--- src/rtl/core/pur_pkg.sv ---
// Shared widths and constants for the polyline resampler.
package pur_pkg;

	localparam int COORD_W   = 32;
	localparam int DIFF_W    = 33;
	localparam int PROD_W    = 66;
	localparam int D2_W      = 68;
	localparam int SQ_W      = 72;
	localparam int QACC_W    = 34;
	localparam int SPACING_W = 31;

	localparam logic [SPACING_W-1:0] SPACING_FLOOR = 31'd66;
	localparam logic [SPACING_W-1:0] SPACING_RESET = 31'd655;

endpackage

--- src/rtl/core/pur_mul.sv ---
// Shared unsigned multiplier with a registered product.
module pur_mul
	import pur_pkg::*;
(
	input  logic              clk,
	input  logic [DIFF_W-1:0] op_a,
	input  logic [DIFF_W-1:0] op_b,
	output logic [PROD_W-1:0] prod_q
);

	// One product per cycle, registered before use.
	always_ff @(posedge clk) begin
		prod_q <= op_a * op_b;
	end

endmodule

--- config.mk ---
export PLATFORM = sky130hd
export DESIGN_NAME = pur_mul
export DESIGN_NICKNAME = d
export VERILOG_FILES = /design/src/rtl/core/pur_pkg.sv /design/src/rtl/core/pur_mul.sv
export SDC_FILE = /design/constraint.sdc
export NUM_CORES = 2
export LEC_CHECK = 0
export BUFFER_PORTS_ARGS = -buffer_cell sky130_fd_sc_hd__buf_2
export CAP_MARGIN = 20
export CORE_UTILIZATION = 60
export DETAILED_ROUTE_END_ITERATION = 6
export GPL_ROUTABILITY_DRIVEN = 0
export PLACE_DENSITY = 0.78
export SLEW_MARGIN = 20
export SYNTH_ARGS = -nofsm -noshare
export SYNTH_HDL_FRONTEND = slang
export SYNTH_SLANG_ARGS = --single-unit
--- constraint.sdc ---
create_clock -name clk -period 9.8 [get_ports clk]
set_clock_uncertainty 0.05 [all_clocks]
set_input_delay 0.98 -clock clk [delete_from_list [all_inputs] [get_ports clk]]
set_output_delay 0.98 -clock clk [all_outputs]
set_load 0.02 [all_outputs]
Word-level counts from Yosys, hierarchy flattened
Index checks and enable logic that the tools add are counted.
- RAM bits: 0
- ROM bits: 0
- word-level logic and storage cells: 2
- input bits: 67
- flip-flop bits (word level): 66
- output and inout port bits: 66
- memories: 0
- latch bits: 0
- bitwise gates (word level): 0
- add/sub/neg operators: 0
- divide/modulo/power cells: 0
- reductions and logical operators: 0
- shift-type cells: 0
- equal/unequal tests: 0
- multipliers: 1
- multiplexer cells: 0
- order comparisons: 0
- operators by type and width (kind ; number):
    33-bit by 33-bit multiplier with 66-bit output ; 1

Logic depth before layout (Yosys ltp)
- depth in word-level cells: 1
- mapped depth: 30
- depth with buffers taken out: 28

Least setup slack after synthesis
Ideal clock, no wire load.
- kind: input to register
- start: in op_b[0]
- end: reg prod_q[58]
- path buffers: 2
- data arrival time: 8.012 ns
- setup slack: 1.666 ns
- required time: 9.678 ns
- setup time: 0.072 ns
- cell stages on the path: 28
- path through: clkbuf_1 > and2_1 > fa_1 > inv_1 > fa_1 > inv_1 > fa_1 > inv_1 > fa_1 > inv_1 > fa_1 > fa_1 > fa_1 > inv_1 > fa_1 > inv_1 > ha_1 > buf_2 > nand2_1 > or4_1 > or3_1 > o22ai_1 > o211a_1 > o21ai_2 > nand3b_4 > o31a_1 > o21ai_2 > xor2_1
- cells in the longest elaborated chain, start to end: 1
- ends and longest elaborated chain (element ; line ; RTL):
    from (decl) ; pur_mul.sv:7 ; input logic [DIFF_W-1:0] op_b,
    33-bit by 33-bit multiplier with 66-bit output ; pur_mul.sv:13 ; prod_q <= op_a * op_b;
    to (signal assigned) ; pur_mul.sv:13 ;
    to (decl) ; pur_mul.sv:8 ; output logic [PROD_W-1:0] prod_q
No other way between the ends.

Worst setup path in the final report
- start: in op_a[18]
- end: reg prod_q[58]
- cells in the longest elaborated chain, start to end: 1
- ends and longest elaborated chain (element ; line ; RTL):
    from (decl) ; pur_mul.sv:6 ; input logic [DIFF_W-1:0] op_a,
    33-bit by 33-bit multiplier with 66-bit output ; pur_mul.sv:13 ;
No other way between the ends.

==> flow_metrics.env <==
export IMPL_ys_ff_latch=66
export IMPL_cts_hold_buffers=0
export IMPL_worstSetupStartpointType="primary input"
export IMPL_worst_path_largest_cell_delay_ps=570
export IMPL_seq_area_frac_synth_pct=3.61
export IMPL_htreeDepth=3
export IMPL_cts_buffers=9
export IMPL_grt_antenna_before_repair=5
export IMPL_finalSetupViolations=0
export IMPL_synth_area_sq_um=36600
export IMPL_status="complete, no violations"
export IMPL_routed_wl_microns=98100
export IMPL_period_minus_slack_ps=8740
export IMPL_design_portCount=133
export IMPL_endpoint_kind="flop"
export IMPL_synthesis_nets=5338
export IMPL_area_growth_syn_to_layout_pct=3.65
export IMPL_core_area_sq_um=60400
export IMPL_netlist_instances=4048
export IMPL_min_delay_path_class="primary input to flop"
export IMPL_dieHeight_microns=249
export IMPL_rsz0062_at_grt="no"
export IMPL_cts_tree="done"
export IMPL_start_util_pct=60.6
export IMPL_numPortBuffers=132
export IMPL_nNetsFinal=5299
export IMPL_post_route_util_pct=62.9
export IMPL_drt_initial_drc_count=1608
export IMPL_slew_violations=0
export IMPL_top_register="prod_q"
export IMPL_num_fill_cells=5022
export IMPL_grt_pass1_wl_microns=157000
export IMPL_clock_sinks=66
export IMPL_max_freq_mhz=114
export IMPL_hold_viol=0
export IMPL_ys_types=57
export IMPL_antenna_left=0
export IMPL_drive_gt1_share_pct=4.53
export IMPL_largest_reg_flops=66
export IMPL_hpwl_microns=78700
export IMPL_grt_pass1_vias=29700
export IMPL_drtPass1Iterations=5
export IMPL_drc_errors=0
export IMPL_grt_max_degree=34
export IMPL_crit_path_top_delay_cell="fa_1"
export IMPL_vias=27000
export IMPL_ys_flop_type="dfxtp_1"
export IMPL_slew_headroom_pct=35.5
export IMPL_yosysWarnings=0
export IMPL_track_usage_pct=33.2
export IMPL_ys_async_sr_fraction_pct=0
export IMPL_cts_root_buf="clkbuf_16"
export IMPL_die_w_microns=249
export IMPL_syn_avg_cell_area_sq_um=9.04
export IMPL_period_share_pct=89.2
export IMPL_cts_setup_buffers=0
export IMPL_reg_top3="prod_q: 66 flops"
export IMPL_cts_buffer_depth=2
export IMPL_grt_overflow=0
export IMPL_detail_route_vias_per_cell=5.62
export IMPL_ctsResizeCount=0
export IMPL_synth_edf_count=0
export IMPL_critPathArrivalTime_ps=8960
export IMPL_cpMostUsedCell="fa_1"
export IMPL_fin_hold_ws_ps=1230
export IMPL_worstMarginPinSlew_ps=968
export IMPL_crit_type="primary input to flop"
export IMPL_cts_clk_slew_worst_paths_ps=50
export IMPL_worstPathMaxFanout=19
export IMPL_crit_family="adder cells"
export IMPL_critPathRequiredTime_ps=10010
export IMPL_rows=90
export IMPL_dieArea_sq_um=62000
export IMPL_tns_ps=0
export IMPL_cap_violations=0
export IMPL_wl_per_cell_microns=20.4
export IMPL_cp_num_buf_inv=5
==> stage by stage <==
stage	setup WS (ps)	std cells	cell area [sq um]
5_1_grt	787	4796	37900
2_1_floorplan	1670	4048	36600
6_report	1060	4797	37900
4_1_cts	1120	4796	37900
3_5_place_dp	778	4780	37700
3_3_place_gp	891	4780	37700
==> worst paths after layout <==
kind / from / endpoint / slack (ps) / cells after the start
worst max-delay path: op_a[18] / prod_q[58]$_DFF_P_ / 1060 / 25
worst min-delay path: op_a[0] / prod_q[0]$_DFF_P_ / 1230 / 2
==> Yosys cell counts (2+ instances only) <==
library cell / n / area (sq um)
and2_1: 574 / 3590
o31ai_1: 3 / 22.5
nor3_1: 4 / 20.0
inv_1: 1048 / 3930
a211oi_1: 5 / 37.5
a21boi_1: 3 / 22.5
a211o_1: 2 / 17.5
nand4_1: 16 / 100
ha_1: 265 / 3320
nor4_1: 2 / 12.5
fa_1: 958 / 19200
nand2b_1: 2 / 12.5
clkbuf_1: 209 / 785
o21a_1: 7 / 52.6
a21o_1: 31 / 233
nand2_1: 567 / 2130
and4_1: 4 / 35.0
nor2b_1: 6 / 37.5
a31oi_1: 6 / 37.5
or3_1: 2 / 12.5
o21ai_2: 2 / 17.5
buf_2: 2 / 10.0
xor2_1: 24 / 210
a31o_1: 2 / 17.5
o41ai_1: 2 / 17.5
dfxtp_1: 66 / 1320
o21ai_1: 23 / 115
and3_1: 7 / 43.8
o21ai_0: 15 / 75.1
nor2_1: 33 / 124
o211ai_1: 2 / 15.0
o31a_1: 2 / 17.5
a21oi_1: 73 / 365
xnor2_1: 41 / 359
o21bai_1: 8 / 60.1
nand3_1: 10 / 50.1
a221oi_1: 2 / 17.5
==> cell families (layout without fill, tap and decap cells) <==
| logic type | count (synthesis) | count (layout) | share of synthesized area (%) |
|---|---|---|---|
| buffers and inverters | 1260 | 1226 | 12.9 |
| adder cells (fa/ha/maj) | 1223 | 1223 | 61.5 |
| XOR/XNOR | 65 | 65 | 1.56 |
| AO/OA/AOI/OAI | 201 | 201 | 3.45 |
| flip-flops | 66 | 66 | 3.61 |
| other | 0 | 1 | 0 |
| AND/OR/NAND/NOR | 1233 | 1233 | 17.0 |
==> area by class of cell <==
| type | count | area, sq um | area share, % |
|---|---|---|---|
| Tap cell | 782 | 978 | 2.58 |
| Clock inverter | 5 | 30.0 | 0.0791 |
| Inverter | 1049 | 3940 | 10.4 |
| Clock buffer | 11 | 243 | 0.640 |
| Antenna cell | 1 | 2.50 | 0.00660 |
| Sequential cell | 66 | 1320 | 3.48 |
| Timing Repair Buffer | 161 | 878 | 2.31 |
| Multi-Input combinational cell | 2722 | 30600 | 80.5 |
==> cell usage in the layout (no fill, tap or decap), types with 3 or more instances in the layout <==
cell type / instances
fa_1: 958
o31ai_1: 3
xnor2_1: 41
o21a_1: 7
nor2b_1: 6
o21bai_1: 8
clkinv_2: 3
nand2_1: 567
a31oi_1: 6
buf_4: 29
xor2_1: 24
and4_1: 4
nand4_1: 16
and3_1: 7
ha_1: 265
a21boi_1: 3
nand3_1: 10
a21oi_1: 73
dfxtp_1: 66
inv_1: 1048
clkbuf_16: 9
nor3_1: 4
buf_2: 132
and2_1: 574
o21ai_1: 23
nor2_1: 33
a21o_1: 31
o21ai_0: 15
a211oi_1: 5
==> routing by layer <==
layer  wire (microns)  global-route usage (%)
met5               39                       0
met2            48300                    55.9
met3             8340                    6.52
met1            32700                    37.9
met4             8650                    24.2
Power is left out: the tool's default activity adds up to more than one toggle a clock period on the data nets, which glitch-free logic cannot reach.
