**src/rtl/core/pur_pkg.sv**
```systemverilog
// Shared widths and constants for the polyline resampler.
package pur_pkg;

	localparam int COORD_W   = 32;
	localparam int DIFF_W    = 33;
	localparam int PROD_W    = 66;
	localparam int D2_W      = 68;
	localparam int SQ_W      = 72;
	localparam int QACC_W    = 34;
	localparam int SPACING_W = 31;

	localparam logic [SPACING_W-1:0] SPACING_FLOOR = 31'd66;
	localparam logic [SPACING_W-1:0] SPACING_RESET = 31'd655;

endpackage

```
**src/rtl/core/pur_div.sv**
```systemverilog
// Restoring divider, one quotient bit per cycle, for a coordinate difference over the sample count.
module pur_div
	import pur_pkg::*;
#(
	parameter int DW = 6
)
(
	input  logic              clk,
	input  logic              arst_n,
	input  logic              start,
	input  logic [DIFF_W-1:0] dividend,
	input  logic [DW-1:0]     divisor,
	output logic              done_q,
	output logic [DIFF_W-1:0] quot_q,
	output logic [DW-1:0]     rem_q
);

	localparam int CW = $clog2(DIFF_W + 1);

	logic          busy_q;
	logic [CW-1:0] cnt_q;
	logic [DW-1:0] dsr_q;
	logic [DW:0]   trial;
	logic          fits;

	// Trial subtraction of the divisor from the shifted partial remainder.
	always_comb begin
		trial = {rem_q, quot_q[DIFF_W-1]};
		fits  = trial >= {1'b0, dsr_q};
	end

	// Control of the iteration.
	always_ff @(posedge clk or negedge arst_n) begin
		if (!arst_n) begin
			busy_q <= 1'b0;
			done_q <= 1'b0;
			cnt_q  <= '0;
		end else begin
			done_q <= 1'b0;
			if (start) begin
				busy_q <= 1'b1;
				cnt_q  <= CW'(DIFF_W);
			end else if (busy_q) begin
				cnt_q <= cnt_q - 1'b1;
				if (cnt_q == CW'(1)) begin
					busy_q <= 1'b0;
					done_q <= 1'b1;
				end
			end
		end
	end

	// Quotient and remainder datapath.
	always_ff @(posedge clk) begin
		if (start) begin
			quot_q <= dividend;
			rem_q  <= '0;
			dsr_q  <= divisor;
		end else if (busy_q) begin
			quot_q <= {quot_q[DIFF_W-2:0], fits};
			rem_q  <= fits ? DW'(trial - {1'b0, dsr_q}) : trial[DW-1:0];
		end
	end

endmodule

```
**config.mk**
```make
export PLATFORM = sky130hd
export DESIGN_NAME = pur_div
export DESIGN_NICKNAME = d
export VERILOG_FILES = /design/src/rtl/core/pur_pkg.sv /design/src/rtl/core/pur_div.sv
export SDC_FILE = /design/constraint.sdc
export NUM_CORES = 1
export LEC_CHECK = 0
export ABC_AREA = 0
export BUFFER_PORTS_ARGS = -buffer_cell sky130_fd_sc_hd__clkbuf_2
export CAP_MARGIN = 20
export CORE_MARGIN = 2
export CORE_UTILIZATION = 45
export DETAILED_ROUTE_END_ITERATION = 16
export PLACE_DENSITY = 0.74
export SYNTH_ARGS = -nofsm -noshare
export SYNTH_HDL_FRONTEND = slang
export SYNTH_SLANG_ARGS = --single-unit
```
**constraint.sdc**
```tcl
create_clock -name clk -period 3.15 [get_ports clk]
set_clock_uncertainty 0.15 [all_clocks]
set_input_delay 0.1575 -clock clk [delete_from_list [all_inputs] [get_ports clk]]
set_output_delay 0.1575 -clock clk [all_outputs]
set_load 0.03 [all_outputs]
```
# Word-level counts from Yosys, hierarchy flattened
# Index checks and enable logic that the tools add are counted.
[classes]
add_sub_neg = 2
n_lt_le_gt_ge = 1
eq_ne = 1
muxes = 11
reduce_logical = 1
[ops]
columns = ["op", "n"]
rows = [
  ["$mux 33", 2],
  ["$mux 6", 3],
  ["$ge 7x6->1", 1],
  ["$eq 6x1->1 const B", 1],
  ["$mux 1", 6],
  ["$sub 6x1->6 const B", 1],
  ["$sub 6x6->6", 1],
  ["$reduce_bool 2->1", 1],
]
[word_totals]
regBits = 53
input_bits = 42
output_inout_bits = 40
word_cells = 22

# Longest topological paths before layout
[depth]
depth_word = 4
ltp_mapped = 9
ltp_nobuf = 9

# Least setup slack after synthesis
# No wires, ideal clock.
[synth_path]
kind = "register to register"
from = "reg rem_q[3]"
to = "reg rem_q[0]"
setup_time_ns = 0.079
t_arrival_ns = 2.111
required_time_ns = 2.921
path_slack_ns = 0.810
path_stages_with_launch = 8
n_path_buf = 1
period_less_slack_ns = 2.340
path_cell_list = "dfxtp_1 ha_1 a21o_1 a211o_1 a41o_1 buf_6 mux2_4 a211oi_2"
[synth_between]
elab_chain_cells = 2
[synth_lines]
columns = ["element", "line_no", "rtl"]
rows = [
  ["from (decl)", "pur_div.sv:15", "output logic [DW-1:0] rem_q"],
  ["from (signal assigned)", "pur_div.sv:61", "rem_q <= fits ? DW'(trial - {1'b0, dsr_q}) : trial[DW-1:0];"],
  ["$ge 7x6->1", "pur_div.sv:29", "fits = trial >= {1'b0, dsr_q};"],
  ["$mux 6", "pur_div.sv:61", ""],
]
# No other way between the ends.
# A chain may end at the register's enable or synchronous reset.

# Worst setup path after layout
# Ends and elaborated chain as after synthesis.

==> impl_metrics.yaml <==
status:
  status: "finished, final reports clean"
detailed_routing:
  num_vias: 1818
  route.final.wire_length_um: 5100
  first_pass_iters: 4
  drtIter0Drc: 90
  via_per_inst: 4.93
  drc_errors: 0
  detail-route-antenna-nets: 0
  wl_per_cell_um: 13.8
worst_setup_path:
  end_kind: "register"
  crit_required_ps: 3240
  r2r_start: "rem_q[3]"
  crit_family: "compound AO/OA/AOI/OAI gates"
  critPathLaunchType: "register"
  worstPathArrival_ps: 2370
  r2r_end: "rem_q[0]"
  worst_r2r_path_depth: 6
  cp_num_cells: 6
  critPathBufInv: 0
  criticalPathCategory: "register to register"
  rrSetupSlack_ps: 860
  cp_max_fo: 9
  critPathSlowestCell: "ha_1"
  path_cells: "ha_1, a21o_1, a211o_1, a41o_1, mux2_4, a211oi_2"
  worst_path_largest_cell_delay_ps: 370
logic_synthesis:
  synth-main-ff-cell: "edfxtp_1"
  async_flop_share: 0.151
  syn_nets: 232
  synth-warning-count: 0
  synth_cells: 181
  ys_seq_area_frac: 0.596
  synth_edf_count: 39
  avgSynthCellArea_um2: 13.8
  netlist_area_mm2: 0.00250
  netlist-cell-type-count: 36
  ys_ff_latch: 53
sta:
  fin_ws_ps: 864
  tightest_slew_ps: 582
  fmax_ghz: 0.438
  hold_viol: 0
  drv_slew: 0
  holdWs_ps: 1.99
  tns_ps: 0
  fin_crit_sh: 0.726
  setup_viol_count_final: 0
  min_period_ps: 2290
  rsz0062_at_grt: "no"
  relSlewSlack: 0.612
cts:
  htreeDepth: 2
  clk_latency_ps: 310
  path_clk_slew_ps: 90
  tritoncts: "yes"
  cts_buffers: 5
  root_buffer: "clkbuf_8"
  clock_path_buffers: 2
  clock-sinks: 53
  cts_resized: 0
grt:
  antenna_found_initial: 0
  grt_busiest_layer: "met2"
  gr-total-overflow: 0
  track_usage: 0.180
  grt_use_met2: 0.291
  first_global_vias: 1825
  met3_usage: 0.0552
  use_met1: 0.237
  grt_pass1_wl_um: 8580
  grt_max_degree: 34
place:
  place_congestion: 0.791
  io_buffer_count: 81
  pre_cts_ws_ps: 873
  dpl.hpwl_um: 3320
pwr:
  power.leakage_nw: 1.53
  power_density_mw_per_mm2: 769
  peakVddDrop_v: 0.000404
layout:
  n_antenna_cell: 0
  drive_above_1_share: 0.431
  area_delta_synth_final_pct: 36.4
  nets: 347
  post-route-util: 0.628
floorplanning:
  initial_utilization: 0.460
  dieHeight_um: 78.6
  fp-row-count: 27
  die_w_um: 78.6
  die_area_mm2: 0.00617
  ios: 82
  core_region_area_mm2: 0.00544
min_path:
  whs_path_depth: 2
  min_from: "dividend[29]"
  worstHoldPathType: "input port to register"
  hold_path_end: "quot_q[29]"
flow_run:
  maxCapViolCount: 0
-- registers in the layout (all words and copies together) (netlist names) --
register and flops:
quot_q 33, cnt_q 6, dsr_q 6, rem_q 6
busy_q 1, done_q 1
-- cells by family after synthesis --
logic type      after synthesis  share of synthesized area
flops                        53                      0.596
mux                          38                      0.171
simple gates                 31                     0.0645
compound gates               23                     0.0630
buf+inv                      20                     0.0330
fa+ha+maj                     9                     0.0480
xor+xnor                      7                     0.0245
-- cell usage after synthesis, types with 2 or more instances --
cell type | number | area (um2)
clkbuf_1 | 2 | 7.51
a21oi_1 | 6 | 30.0
edfxtp_1 | 39 | 1170
o21ai_0 | 4 | 20.0
mux2i_1 | 3 | 30.0
xnor2_1 | 4 | 35.0
nor2_1 | 15 | 56.3
mux2_2 | 34 | 383
xor2_1 | 3 | 26.3
buf_1 | 5 | 18.8
nor3b_1 | 2 | 15.0
a21o_1 | 2 | 15.0
nand2b_1 | 2 | 12.5
nand2_1 | 3 | 11.3
nor2b_1 | 2 | 12.5
inv_1 | 12 | 45.0
a211oi_1 | 5 | 37.5
dfrtp_1 | 8 | 200
dfxtp_1 | 6 | 120
ha_1 | 8 | 100
-- cell usage in the layout, fill, tap and decap left out, types with 2 or more instances in the layout --
master / synthesis / layout
xor2_1: 3 / 3
edfxtp_1: 39 / 39
inv_1: 12 / 12
a211oi_1: 5 / 5
xnor2_1: 4 / 4
a21o_1: 2 / 2
nor3b_1: 2 / 2
nand2b_1: 2 / 2
a21oi_1: 6 / 6
dfrtp_1: 8 / 8
mux2i_1: 3 / 3
nor2b_1: 2 / 2
clkbuf_2: 0 / 81
o21ai_0: 4 / 4
mux2_2: 34 / 34
clkbuf_8: 0 / 5
dlygate4sd3_1: 0 / 32
nor2_1: 15 / 15
nand2_1: 3 / 3
buf_4: 0 / 3
dfxtp_1: 6 / 6
ha_1: 8 / 8
-- layout make-up --
type / instances / area (um2)
fill: 427 / 2020
clock inverter: 2 / 38.8
clock buffer: 6 / 72.6
tap: 72 / 90.1
timing repair buffer: 116 / 748
sequential: 53 / 1490
multi-input combinational: 108 / 928
inverter: 12 / 45.0
-- per-stage QoR --
step	cells	area, um2	total power, W
floorplan	181	2500	0.00188
detailed placement	329	2980	0.00213
global placement	329	2980	0.00211
CTS	368	3400	0.00264
finish	369	3410	0.00263
global route	369	3410	0.00279
-- where the power goes --
group	leakage [nW]	switching [W]	internal [W]
combinational	0.918	0.000618	0.000432
sequential	0.554	0.000144	0.000960
clock	0.0558	0.000231	0.000240
-- worst max path at each step --
stage               endpoint  startpoint  slack [ps]
finish              rem_q[0]    rem_q[3]         860
global route        rem_q[0]    rem_q[3]         750
floorplan           rem_q[0]    rem_q[3]         810
detailed placement  rem_q[0]    rem_q[3]         870
CTS                 rem_q[0]    rem_q[3]         850
global placement    rem_q[0]    dsr_q[4]         940
-- metal layers --
| layer | routed length (um) | vias to the layer above | share of wire |
|---|---|---|---|
| met5 | 0 | - | 0 |
| met2 | 2410 | 68 | 0.47 |
| met3 | 385 | 7 | 0.075 |
| li1 | - | 894 | - |
| met4 | 62 | 0 | 0.012 |
| met1 | 2240 | 849 | 0.44 |
-- what timing repair did --
action	in CTS	in global routing
hold buffers	31	1
endpoints found under the hold margin	38	1
buffers inserted	0	0
Power figures use the tool's default switching activity.
